<file path="src/lgpf_pkg.sv">
`default_nettype none
// ----------------------------------------------------------------------------
// lgpf_pkg
// Shared types and constants for the lidar grazing point filter.
// ----------------------------------------------------------------------------
package lgpf_pkg;

  localparam int RANGE_W   = 16;
  localparam int CFG_W     = 16;
  localparam int CFG_IDX_W = 2;

  // Serial multiplier geometry
  localparam int DIGIT_W   = 4;
  localparam int MCAND_W   = 48;
  localparam int MPLIER_W  = 32;
  localparam int ACC_W     = 64;
  localparam int AV_W      = 31;
  localparam int SQ_W      = 33;
  localparam int STEP_W    = 3;
  localparam int SHORT_STEPS = 4;   // 16-bit multiplier
  localparam int D2_STEPS    = 8;   // 31-bit multiplier

  localparam logic [CFG_W-1:0] COS_ONE = 16'd32768;

  // Register reset values
  localparam logic [CFG_W-1:0] COS_STEP_RST  = 16'd32768;
  localparam logic [CFG_W-1:0] COS_SQ_TH_RST = 16'd49152;
  localparam logic [CFG_W-1:0] RANGE_LO_RST  = 16'd100;
  localparam logic [CFG_W-1:0] RANGE_HI_RST  = 16'd10000;

  typedef enum logic [CFG_IDX_W-1:0] {
    CFG_COS_STEP  = 2'd0,
    CFG_COS_SQ_TH = 2'd1,
    CFG_RANGE_LO  = 2'd2,
    CFG_RANGE_HI  = 2'd3
  } cfg_idx_t;

  typedef enum logic [1:0] {
    ST_IDLE,
    ST_CALC,
    ST_PUSH
  } flt_state_t;

  typedef enum logic [2:0] {
    SD_IDLE,
    SD_AV,
    SD_D2,
    SD_AA,
    SD_BB,
    SD_ABC,
    SD_TE,
    SD_DONE
  } side_state_t;

endpackage

`default_nettype wire

</file>
<file path="src/lgpf_side.sv">
`default_nettype none
// ----------------------------------------------------------------------------
// lgpf_side
// Grazing test for one neighbour: 2*(a*c - b*2^15)^2 > T*e with
// e = (a^2 + b^2)*2^15 - 2*a*b*c, on a digit-serial shift-add multiplier.
// ----------------------------------------------------------------------------
module lgpf_side (
  input  logic                          clk,
  input  logic                          rst,
  input  logic                          start,
  input  logic [lgpf_pkg::RANGE_W-1:0]  a,
  input  logic [lgpf_pkg::RANGE_W-1:0]  b,
  input  logic [lgpf_pkg::CFG_W-1:0]    c,
  input  logic [lgpf_pkg::CFG_W-1:0]    t,
  output logic                          done,
  output logic                          grazing
);
  import lgpf_pkg::*;

  side_state_t state, state_next;

  logic [RANGE_W-1:0]         a_r, b_r;
  logic [MCAND_W-1:0]         mcand;
  logic [MPLIER_W-1:0]        mplier;
  logic [ACC_W-1:0]           acc;
  logic [STEP_W-1:0]          step;
  logic [AV_W-1:0]            av;
  logic [SQ_W-1:0]            sq;
  logic [ACC_W-1:0]           lhs;

  logic [DIGIT_W-1:0]         digit;
  logic [MCAND_W+DIGIT_W-1:0] pp;
  logic [ACC_W-1:0]           acc_step;
  logic [STEP_W-1:0]          last_step;
  logic                       op_end;
  logic [AV_W-1:0]            bv, av_w, d_w;
  logic [MCAND_W-1:0]         e_w;

  // one digit of the multiplier per cycle, MSB first
  always_comb begin
    digit     = mplier[MPLIER_W-1 -: DIGIT_W];
    pp        = mcand * digit;
    acc_step  = {acc[ACC_W-DIGIT_W-1:0], {DIGIT_W{1'b0}}} + ACC_W'(pp);
    last_step = (state == SD_D2) ? STEP_W'(D2_STEPS - 1) : STEP_W'(SHORT_STEPS - 1);
    av_w      = acc_step[AV_W-1:0];
    bv        = {b_r, 15'b0};
    d_w       = (av_w >= bv) ? (av_w - bv) : (bv - av_w);
    e_w       = {sq, 15'b0} - {acc_step[MCAND_W-2:0], 1'b0};
  end

  // FSM outputs
  always_comb begin
    done   = (state == SD_DONE);
    op_end = (state != SD_IDLE) && (state != SD_DONE) && (step == last_step);
  end

  // FSM next state
  always_comb begin
    state_next = state;
    case (state)
      SD_IDLE: if (start) state_next = SD_AV;
      SD_AV:   if (op_end) state_next = SD_D2;
      SD_D2:   if (op_end) state_next = SD_AA;
      SD_AA:   if (op_end) state_next = SD_BB;
      SD_BB:   if (op_end) state_next = SD_ABC;
      SD_ABC:  if (op_end) state_next = SD_TE;
      SD_TE:   if (op_end) state_next = SD_DONE;
      SD_DONE: state_next = SD_IDLE;
      default: state_next = SD_IDLE;
    endcase
  end

  always_ff @(posedge clk) begin
    if (rst) begin
      state <= SD_IDLE;
    end else begin
      state <= state_next;
    end
  end

  always_ff @(posedge clk) begin
    if (rst) begin
      step    <= '0;
      grazing <= 1'b0;
    end else begin
      case (state)
        SD_IDLE: begin
          if (start) begin
            a_r    <= a;
            b_r    <= b;
            mcand  <= MCAND_W'(a);
            mplier <= {c, 16'b0};
            acc    <= '0;
            step   <= '0;
          end
        end
        SD_DONE: begin
        end
        default: begin
          if (op_end) begin
            step <= '0;
            acc  <= '0;
            // finish this product, load operands of the next one
            case (state)
              SD_AV: begin
                av     <= av_w;
                mcand  <= MCAND_W'(d_w);
                mplier <= {1'b0, d_w};
              end
              SD_D2: begin
                lhs    <= {acc_step[ACC_W-2:0], 1'b0};
                mcand  <= MCAND_W'(a_r);
                mplier <= {a_r, 16'b0};
              end
              SD_AA: begin
                sq     <= acc_step[SQ_W-1:0];
                mcand  <= MCAND_W'(b_r);
                mplier <= {b_r, 16'b0};
              end
              SD_BB: begin
                sq     <= sq + SQ_W'(acc_step[SQ_W-2:0]);
                mcand  <= MCAND_W'(av);
                mplier <= {b_r, 16'b0};
              end
              SD_ABC: begin
                mcand  <= e_w;
                mplier <= {t, 16'b0};
              end
              SD_TE: begin
                grazing <= (lhs > acc_step);
              end
              default: begin
              end
            endcase
          end else begin
            acc    <= acc_step;
            mplier <= {mplier[MPLIER_W-DIGIT_W-1:0], {DIGIT_W{1'b0}}};
            step   <= step + STEP_W'(1);
          end
        end
      endcase
    end
  end

endmodule

`default_nettype wire

</file>
<file path="src/lidar_grazing_point_filter.sv">
`default_nettype none
// ----------------------------------------------------------------------------
// lidar_grazing_point_filter
// Streaming grazing point filter for one planar lidar scan.
// ----------------------------------------------------------------------------
// Usage:
//   Sample channel (sample_valid/sample_ready, range_mm, last_sample) takes one
//   range item; result channel (result_valid/result_ready, filtered_range,
//   keep, scan_end) returns filtered items one sample late. The last sample of
//   a scan flushes the filtered previous sample, if there is one, and itself.
//   Config port (cfg_write, cfg_index, cfg_data) writes a register;
//   write only while the block is idle.
// Operation:
//   A sample with two neighbours and a nonzero centre runs both neighbour
//   tests in parallel on two digit-serial multipliers (4-bit digits): six
//   products, among them a 31-bit square, then a done state. Its result is
//   pushed from the push state, and the next sample is taken only once all
//   results of this one have entered the queue.
//   Other samples: a first one that is not final leaves no result; others
//   push theirs from the push state, a final one flushing up to two there.
// Reset: registers return to defaults, scan state and result queue clear.
// Stall: results sit in a 2-deep output queue; a new sample is taken while
//   results wait there. When the queue is full the block holds in its push
//   state and sample_ready stays low.
// ----------------------------------------------------------------------------
module lidar_grazing_point_filter (
  input  logic                            clk,
  input  logic                            rst,
  // sample channel
  input  logic                            sample_valid,
  output logic                            sample_ready,
  input  logic [lgpf_pkg::RANGE_W-1:0]    range_mm,
  input  logic                            last_sample,
  // result channel
  output logic                            result_valid,
  input  logic                            result_ready,
  output logic [lgpf_pkg::RANGE_W-1:0]    filtered_range,
  output logic                            keep,
  output logic                            scan_end,
  // config port
  input  logic                            cfg_write,
  input  logic [lgpf_pkg::CFG_IDX_W-1:0]  cfg_index,
  input  logic [lgpf_pkg::CFG_W-1:0]      cfg_data
);
  import lgpf_pkg::*;

  flt_state_t state, state_next;

  // config registers
  logic [CFG_W-1:0]   cos_step, cos_sq_threshold, range_lo, range_hi;
  logic [CFG_W-1:0]   c_sat;

  // scan state
  logic [RANGE_W-1:0] left_range;    // filtered previous sample
  logic [RANGE_W-1:0] centre_range;  // raw pending sample
  logic [1:0]         samples_seen;  // saturates at 2

  // results waiting to enter the queue: p0 = previous sample, p1 = final sample
  logic               p0_valid, p1_valid;
  logic [RANGE_W-1:0] p0_range, p1_range;

  // 2-deep output queue
  logic [RANGE_W-1:0] fifo_range [2];
  logic               fifo_keep  [2];
  logic               fifo_end   [2];
  logic               wr_ptr, rd_ptr;
  logic [1:0]         fifo_count;

  logic               accept, calc_start, push_now, pop;
  logic [RANGE_W-1:0] push_range;
  logic               done_l, done_r, graze_l, graze_r, side_done, reject;

  assign c_sat = (cos_step > COS_ONE) ? COS_ONE : cos_step;

  // left neighbour: filtered previous sample
  lgpf_side u_side_l (
    .clk     (clk),
    .rst     (rst),
    .start   (calc_start),
    .a       (left_range),
    .b       (centre_range),
    .c       (c_sat),
    .t       (cos_sq_threshold),
    .done    (done_l),
    .grazing (graze_l)
  );

  // right neighbour: raw incoming sample
  lgpf_side u_side_r (
    .clk     (clk),
    .rst     (rst),
    .start   (calc_start),
    .a       (range_mm),
    .b       (centre_range),
    .c       (c_sat),
    .t       (cos_sq_threshold),
    .done    (done_r),
    .grazing (graze_r)
  );

  assign side_done = done_l;
  assign reject    = graze_l & graze_r;

  // FSM outputs
  always_comb begin
    sample_ready = (state == ST_IDLE);
    accept       = sample_valid && sample_ready;
    // a zero centre passes as zero, no test needed
    calc_start   = accept && (samples_seen == 2'd2) && (centre_range != '0);
    push_now     = (state == ST_PUSH) && (p0_valid || p1_valid) && (fifo_count != 2'd2);
    push_range   = p0_valid ? p0_range : p1_range;
  end

  // FSM next state
  always_comb begin
    state_next = state;
    case (state)
      ST_IDLE: begin
        if (accept) begin
          if (calc_start) begin
            state_next = ST_CALC;
          end else if ((samples_seen != 2'd0) || last_sample) begin
            state_next = ST_PUSH;
          end
        end
      end
      ST_CALC: if (side_done) state_next = ST_PUSH;
      ST_PUSH: if (push_now && !(p0_valid && p1_valid)) state_next = ST_IDLE;
      default: state_next = ST_IDLE;
    endcase
  end

  always_ff @(posedge clk) begin
    if (rst) begin
      state <= ST_IDLE;
    end else begin
      state <= state_next;
    end
  end

  // config writes
  always_ff @(posedge clk) begin
    if (rst) begin
      cos_step         <= COS_STEP_RST;
      cos_sq_threshold <= COS_SQ_TH_RST;
      range_lo         <= RANGE_LO_RST;
      range_hi         <= RANGE_HI_RST;
    end else if (cfg_write) begin
      case (cfg_idx_t'(cfg_index))
        CFG_COS_STEP:  cos_step         <= cfg_data;
        CFG_COS_SQ_TH: cos_sq_threshold <= cfg_data;
        CFG_RANGE_LO:  range_lo         <= cfg_data;
        CFG_RANGE_HI:  range_hi         <= cfg_data;
        default: begin
        end
      endcase
    end
  end

  // scan state and pending results
  always_ff @(posedge clk) begin
    if (rst) begin
      left_range   <= '0;
      centre_range <= '0;
      samples_seen <= 2'd0;
      p0_valid     <= 1'b0;
      p1_valid     <= 1'b0;
    end else begin
      if (accept) begin
        p0_valid <= (samples_seen != 2'd0);
        p0_range <= centre_range;
        p1_valid <= last_sample;
        p1_range <= range_mm;
        if (last_sample) begin
          left_range   <= '0;
          centre_range <= '0;
          samples_seen <= 2'd0;
        end else begin
          centre_range <= range_mm;
          if (samples_seen != 2'd2) samples_seen <= samples_seen + 2'd1;
          // second sample, or a zero centre: previous result is the raw centre
          if ((samples_seen != 2'd0) && !calc_start) left_range <= centre_range;
        end
      end
      if (side_done) begin
        if (reject) p0_range <= '0;
        // scan already closed by its final sample: keep the cleared state
        left_range <= (p1_valid || reject) ? '0 : p0_range;
      end
      if (push_now) begin
        if (p0_valid) begin
          p0_valid <= 1'b0;
        end else begin
          p1_valid <= 1'b0;
        end
      end
    end
  end

  // output queue
  assign pop = result_valid && result_ready;

  always_ff @(posedge clk) begin
    if (push_now) begin
      fifo_range[wr_ptr] <= push_range;
      fifo_keep[wr_ptr]  <= (push_range >= range_lo) && (push_range <= range_hi);
      fifo_end[wr_ptr]   <= !p0_valid;
    end
  end

  always_ff @(posedge clk) begin
    if (rst) begin
      wr_ptr     <= 1'b0;
      rd_ptr     <= 1'b0;
      fifo_count <= 2'd0;
    end else begin
      if (push_now) wr_ptr <= ~wr_ptr;
      if (pop)      rd_ptr <= ~rd_ptr;
      fifo_count <= fifo_count + {1'b0, push_now} - {1'b0, pop};
    end
  end

  assign result_valid   = (fifo_count != 2'd0);
  assign filtered_range = fifo_range[rd_ptr];
  assign keep           = fifo_keep[rd_ptr];
  assign scan_end       = fifo_end[rd_ptr];

`ifndef SYNTHESIS
  // both neighbour tests run in lockstep
  a_sides_lockstep: assert property (@(posedge clk) disable iff (rst)
    done_l == done_r)
    else $error("neighbour tests out of step");

  a_queue_bound: assert property (@(posedge clk) disable iff (rst)
    fifo_count <= 2'd2)
    else $error("result queue overflow");

  a_done_in_calc: assert property (@(posedge clk) disable iff (rst)
    side_done |-> (state == ST_CALC))
    else $error("neighbour test finished outside calc");

  a_scan_clear: assert property (@(posedge clk) disable iff (rst)
    (accept && last_sample) |=> (samples_seen == 2'd0) && (centre_range == '0))
    else $error("scan state not cleared after final sample");
`endif

endmodule

`default_nettype wire

</file>
<file path="config.mk">
export PLATFORM = sky130hd
export DESIGN_NAME = lidar_grazing_point_filter
export DESIGN_NICKNAME = d
export VERILOG_FILES = /design/src/lgpf_pkg.sv /design/src/lgpf_side.sv /design/src/lidar_grazing_point_filter.sv
export SDC_FILE = /design/constraint.sdc
export NUM_CORES = 2
export LEC_CHECK = 0
export BUFFER_PORTS_ARGS = -buffer_cell sky130_fd_sc_hd__buf_4
export CAP_MARGIN = 40
export CORE_UTILIZATION = 25
export DETAILED_ROUTE_END_ITERATION = 10
export GPL_ROUTABILITY_DRIVEN = 0
export PLACE_DENSITY = 0.37
export SLEW_MARGIN = 40
export SYNTH_ARGS = -nofsm -noshare
export SYNTH_HDL_FRONTEND = slang
export SYNTH_SLANG_ARGS = --single-unit
</file>
<file path="constraint.sdc">
create_clock -name clk -period 16.6 [get_ports clk]
set_clock_uncertainty 0.05 [all_clocks]
set_input_delay 1.66 -clock clk [delete_from_list [all_inputs] [get_ports clk]]
set_output_delay 1.66 -clock clk [all_outputs]
set_load 0.01 [all_outputs]
</file>
---- Yosys cells after proc, flatten, opt, wreduce, memory -nomap -nowiden ----
Memory sizes are Yosys's and may differ from the RTL's. A register that Yosys moved wholly into a read port is not among the register bits.
Cells that the tools add are included.
operators by class
  $lt $le $gt $ge ......................... 7
  reduce and logical (&&, ||, !) cells .... 70
  multipliers ............................. 2
  add/sub/neg operators ................... 15
  mux-type cells .......................... 79
  bitwise operators ....................... 8
  equal/unequal tests ..................... 46
operators by type and width
  cell                                                                      count
  48-bit case mux with 5 select lines                                       2
  32-bit case mux with 4 select lines                                       2
  60-bit case mux with 2 select lines                                       2
  48-bit two-way mux                                                        4
  48-bit case mux with 2 select lines                                       2
  60-bit two-way mux                                                        3
  16-bit two-way mux                                                        11
  33-bit case mux with 2 select lines                                       2
  64-bit by 52-bit adder with 64-bit output                                 2
  64-bit > comparator                                                       2
  32-bit case mux with 2 select lines                                       2
  31-bit subtractor                                                         4
  48-bit by 4-bit multiplier with 52-bit output                             2
  32-bit two-way mux                                                        3
  48-bit subtractor                                                         2
  33-bit by 32-bit adder with 33-bit output                                 2
  31-bit greater-or-equal comparator                                        2
  31-bit two-way mux                                                        2
  3-bit two-way mux                                                         18
  3-bit case mux with 8 select lines                                        2
  4-bit AND reduction                                                       9
  2-bit by 1-bit inequality test with 1-bit output (second input constant)  14
  3-bit equality test (second input constant)                               8
  2-bit AND reduction                                                       9
  other kinds (35)                                                          116
word-level totals
  word-level logic and storage cells ...... 267
  memories kept ........................... 3
  bits in writable memories ............... 36
  bits in registers ....................... 750
  output and inout bits ................... 20
memories
  memory      words  width  rd ports  clocked after memory_dff  wr ports  RTL line                          RTL
  fifo_range  2      16     1         1                         1         lidar_grazing_point_filter.sv:63  logic [RANGE_W-1:0] fifo_range [2];
  fifo_end    2      1      1         1                         1         lidar_grazing_point_filter.sv:65  logic fifo_end [2];
  fifo_keep   2      1      1         1                         1         lidar_grazing_point_filter.sv:64  logic fifo_keep [2];

---- Longest topological paths before layout ----
  depth in word-level cells ............... 10
  gate-level depth with buffers ........... 36
  mapped depth without buffers ............ 33

---- Cells and area by module ----
From an unflattened synthesis, not the netlist that was laid out.
second synthesis, totals
  cells, all modules ...................... 6311
  area total of the unflattened synthesis .. 60755.8 µm²
modules (own cells, without submodules)
  module                      area each (µm²)  cells an instance  sequential area each (µm²)  instances
  lgpf_side (u_side_r)        26640.6          2776               9118.7                      1
  lgpf_side (u_side_l)        26279.0          2749               9118.7                      1
  lidar_grazing_point_filter  7836.3           786                4184.0                      1

---- Worst setup path after synthesis ----
Ideal clock, no wire load.
  path type ............................... input to register
  from .................................... input port rst
  to ...................................... register u_side_l.lhs[10] (enable)
  path buffers ............................ 2
  library setup time ...................... 640 ps
  data required time ...................... 15910 ps
  stages on the path ...................... 3
  arrival ................................. 8133 ps
  setup slack ............................. 7777 ps
  cells stage by stage .................... clkbuf_1 -> clkbuf_1 -> nor4_1
on the way
  cells in the longest elaborated chain, start to end .. 2
ends and longest elaborated chain
  what                                  RTL line                          RTL
  from (decl)                           lidar_grazing_point_filter.sv:28  input logic rst,
  1-bit NOT (no source line)            --
  4-bit AND reduction (no source line)  --
  to (signal assigned)                  lgpf_side.sv:111                  lhs <= {acc_step[ACC_W-2:0], 1'b0};
  to (decl)                             lgpf_side.sv:29                   logic [ACC_W-1:0] lhs;
No other way between the ends.
A chain may end at the register's enable or synchronous reset.

---- Final worst setup path ----
  from .................................... register u_side_l.mplier[29]
  to ...................................... register u_side_l.mcand[26], data pin
on the way
  cells in the longest elaborated chain, start to end .. 7
  elaborated cells on any way between the ends .. 10
  classes of those cells .................. add/sub: 4; mul: 1; order compare: 1; mux: 4
ends and longest elaborated chain
  what                                                                            RTL line          RTL
  from (decl)                                                                     lgpf_side.sv:24   logic [MPLIER_W-1:0] mplier;
  from (signal assigned)                                                          lgpf_side.sv:92   mplier <= {c, 16'b0};
  from (signal assigned)                                                          lgpf_side.sv:108  mplier <= {1'b0, d_w};
  from (signal assigned)                                                          lgpf_side.sv:113  mplier <= {a_r, 16'b0};
  48-bit by 4-bit multiplier with 52-bit output (*)                               lgpf_side.sv:42   pp = mcand * digit;
  64-bit by 52-bit adder with 64-bit output (*)                                   lgpf_side.sv:43   acc_step = {acc[ACC_W-DIGIT_W-1:0], {DIGIT_W{1'b0}}} + ACC_W'(pp);
  named net u_side_l.acc_step[23]                                                 lgpf_side.sv:33   logic [ACC_W-1:0] acc_step;
  31-bit subtractor / 31-bit greater-or-equal comparator (equally long branches)  lgpf_side.sv:47   d_w = (av_w >= bv) ? (av_w - bv) : (bv - av_w);
  31-bit two-way mux                                                              lgpf_side.sv:47
  48-bit case mux with 5 select lines (*)                                         lgpf_side.sv:104  case (state)
  48-bit two-way mux (*)                                                          lgpf_side.sv:100  if (op_end) begin
  48-bit case mux with 2 select lines (*)                                         lgpf_side.sv:86   case (state)
  to (signal assigned)                                                            lgpf_side.sv:91   mcand <= MCAND_W'(a);
  to (signal assigned)                                                            lgpf_side.sv:107  mcand <= MCAND_W'(d_w);
  to (signal assigned)                                                            lgpf_side.sv:112  mcand <= MCAND_W'(a_r);
  to (decl)                                                                       lgpf_side.sv:23   logic [MCAND_W-1:0] mcand;
Mark *: on every way through the listed nets, which the timed path passes. The rest lies on a longest branch. The select of a mux whose other input is x is not followed.

==> out/qor.yml <==
synth-edff-count: 666
synth_top_family_by_area: "adder cells"
worstPathRequired_ns: 17.08
p_seq_share_pct: 25.1
r2r_cells: 32
avgRoutedWirePerCell_um: 25.2
crit_arrival_ns: 10.55
fin_crit_sh_pct: 60.6
ys_seq_elements: 787
synth_xor_area_share_pct: 4.30
critical_path_class: "flip-flop to flip-flop"
crit_fanout: 48
muxShareOfSynthArea_pct: 1.74
root_buffer: "clkbuf_16"
p_sw_mw: 4.03
synth_common_cells: "edfxtp_1 (666), nand2_1 (551), inv_1 (525), a21oi_1 (465), ha_1 (464)"
n_fill_cell: 25159
synth_most_common_cell: "edfxtp_1"
holdPathStages: 2
drcViolationCount: 0
grt_max_degree: 61
yosysWarnings: 0
place_area_mm2: 0.0651
async_flop_share_pct: 0
synth_fa_ha_area_share_pct: 19.1
syn-num-nets: 7028
clk_pin_slew_worst_paths_ns: 0.06
ir_drop_mv: 0.0900
crit_path_end_kind: "flip-flop"
dp_hpwl_um: 182000
viasPerCell: 5.05
syn_to_final_growth_pct: 13.9
fin_crit_ns: 10.07
power.internal_mw: 5.23
tns_ns: 0
r2r-start: "u_side_l.mplier[29]"
antenna_found_initial: 13
slew_headroom_pct: 41.4
p_leak_nw: 27.6
critPathSlowestCell: "a41oi_1"
cts_setup_buffers: 0
sw_frac_of_total_pct: 43.5
fin_nets: 7086
drtIter0Drc: 3549
drive_gt1_share_pct: 8.06
vias: 48226
clock.fmax_mhz: 99.3
clkPwrFrac_pct: 25.9
dr.pass1.iters: 6
max-clock-path-buffers: 3
core_mm2: 0.239
initial_utilization_pct: 25.3
cts_tree: "done"
synth_top_area_share_pct: 33.1
die_h_um: 493
avgSynthCellArea_um2: 9.67
worst_slew_pin_slew_ns: 0.879
finalHoldViolations: 0
ys.flop_type: "edfxtp_1"
synth_cell_types: 92
cts.htree.levels: 3
grt_usage_pct: 19.5
critPathLaunch: "u_side_l.mplier[29]"
grt_pass1_wl_um: 348000
wirelength_um: 241000
grt_pass1_vias: 47937
outcome: "finished clean"
power_density_mw_per_mm2: 135
synth.area.top_cells: "edfxtp_1 (33%), ha_1 (9.6%), fa_1 (9.4%), dfxtp_1 (4.0%), a21oi_1 (3.9%)"
insertion_delay_ns: 0.82
cts-resized-gates: 0
antenna_left: 0
dieArea_mm2: 0.243
chipWidth_um: 493
synthCells: 6242
setup_viol: 0
synth_compound_area_share_pct: 17.1
synth_seq_area_share_pct: 37.2
pin_count: 60
rsz0062_at_grt: "no"
hold_buffers: 0
combPwrFrac_pct: 48.9
min_from: "range_lo[10]"
critPathMaxStageDelay_ns: 0.63
fin_area_mm2: 0.0687
synth-simple-area-share_pct: 15.7
synth_area_mm2: 0.0603
yosys.area.top_type: "edfxtp_1"
slew_violations: 0
io_buffers: 59
cts_sinks: 787
cts_buffers: 107
grt-ovfl-total: 0
maxCapViolCount: 0
hp-class: "flip-flop to flip-flop"
row_count: 179
startpoint_type: "flip-flop"
==> metal layers <==
layer	part of all wire [%]	routed length [µm]	GRT usage [%]
met1	47	114000	27.4
met2	46	110000	31.6
met3	5.0	12000	2.42
met4	2.3	5480	4.66
met5	0.0054	13	0
==> cells in the final DEF (no fill, tap or decap), types with 190 or more instances in the layout <==
cell,n
a21o_1,190
a21oi_1,465
and2_1,344
buf_4,203
edfxtp_1,666
fa_1,282
ha_1,464
inv_1,525
nand2_1,546
nor2_1,452
o21ai_0,293
==> worst paths after layout <==
path | endpoint | slack (ns)
worst min register to register | range_lo[10] | 0.41
worst min-delay path | range_lo[10] | 0.41
worst max-delay path | u_side_l.mcand[26] | 6.53
worst max register to register | u_side_l.mcand[26] | 6.53
==> sequential cells by signal, summed over array words and instances, names as in the netlist, 32 cells and up, named ones only <==
register / count
u_side_r.sq: 33
u_side_r.acc: 60
fifo_range: 32
u_side_l.sq: 33
u_side_l.acc: 60
u_side_l.mcand: 48
u_side_l.mplier: 32
u_side_l.lhs: 63
u_side_r.mplier: 32
u_side_r.lhs: 63
u_side_r.mcand: 48
==> power groups by stage <==
stage | combinational, mW | clock [mW] | sequential, mW
after detailed placement | 4.48 | 0 | 2.37
after CTS | 4.51 | 2.49 | 2.33
after floorplan | 2.92 | 0 | 2.34
after global placement | 4.49 | 0 | 2.37
final | 4.53 | 2.40 | 2.33
after global routing | 4.93 | 2.54 | 2.33
==> stage by stage <==
step / util [%] / setup slack, ns / std cells / hold slack, ns / total power [mW]
2_1_floorplan: - / 7.78 / 6242 / 0.381 / 5.25
5_1_grt: 28.8 / 5.85 / 9556 / 0.430 / 9.80
3_3_place_gp: 27.2 / 6.33 / 9357 / 0.392 / 6.86
6_report: 28.8 / 6.53 / 9557 / 0.408 / 9.26
4_1_cts: 28.7 / 6.31 / 9555 / 0.408 / 9.33
3_5_place_dp: 27.3 / 6.37 / 9358 / 0.399 / 6.85
==> kinds of logic after synthesis <==
| family | Yosys count |
|---|---|
| XOR/XNOR | 293 |
| adder cells (fa/ha/maj) | 753 |
| flip-flops | 787 |
| AO/OA/AOI/OAI | 1582 |
| AND/OR/NAND/NOR | 1937 |
| buffers and inverters | 790 |
| multiplexers | 100 |
==> worst max-delay path: cells and delay by family (launching register included) <==
kind	cells	cell delay (ns)
AOI/OAI and AO/OA	16	4.86
adders and majority gates	6	2.43
and+or+nand+nor	4	0.56
xor gates and xnor gates	2	0.72
DFF	1	0.32
buffers and inverters	4	0.82
==> cell type report <==
class	count	area, µm²	area share (%)
Tap cell	3167	3960	5.77
Inverter	530	1990	2.90
Timing Repair Buffer	209	1590	2.32
Clock inverter	58	634	0.923
Multi-Input combinational cell	4665	35200	51.2
Antenna cell	2	5.00	0.00728
Clock buffer	139	2910	4.24
Sequential cell	787	22400	32.6
No activity file was read; power rests on OpenSTA's default activity.
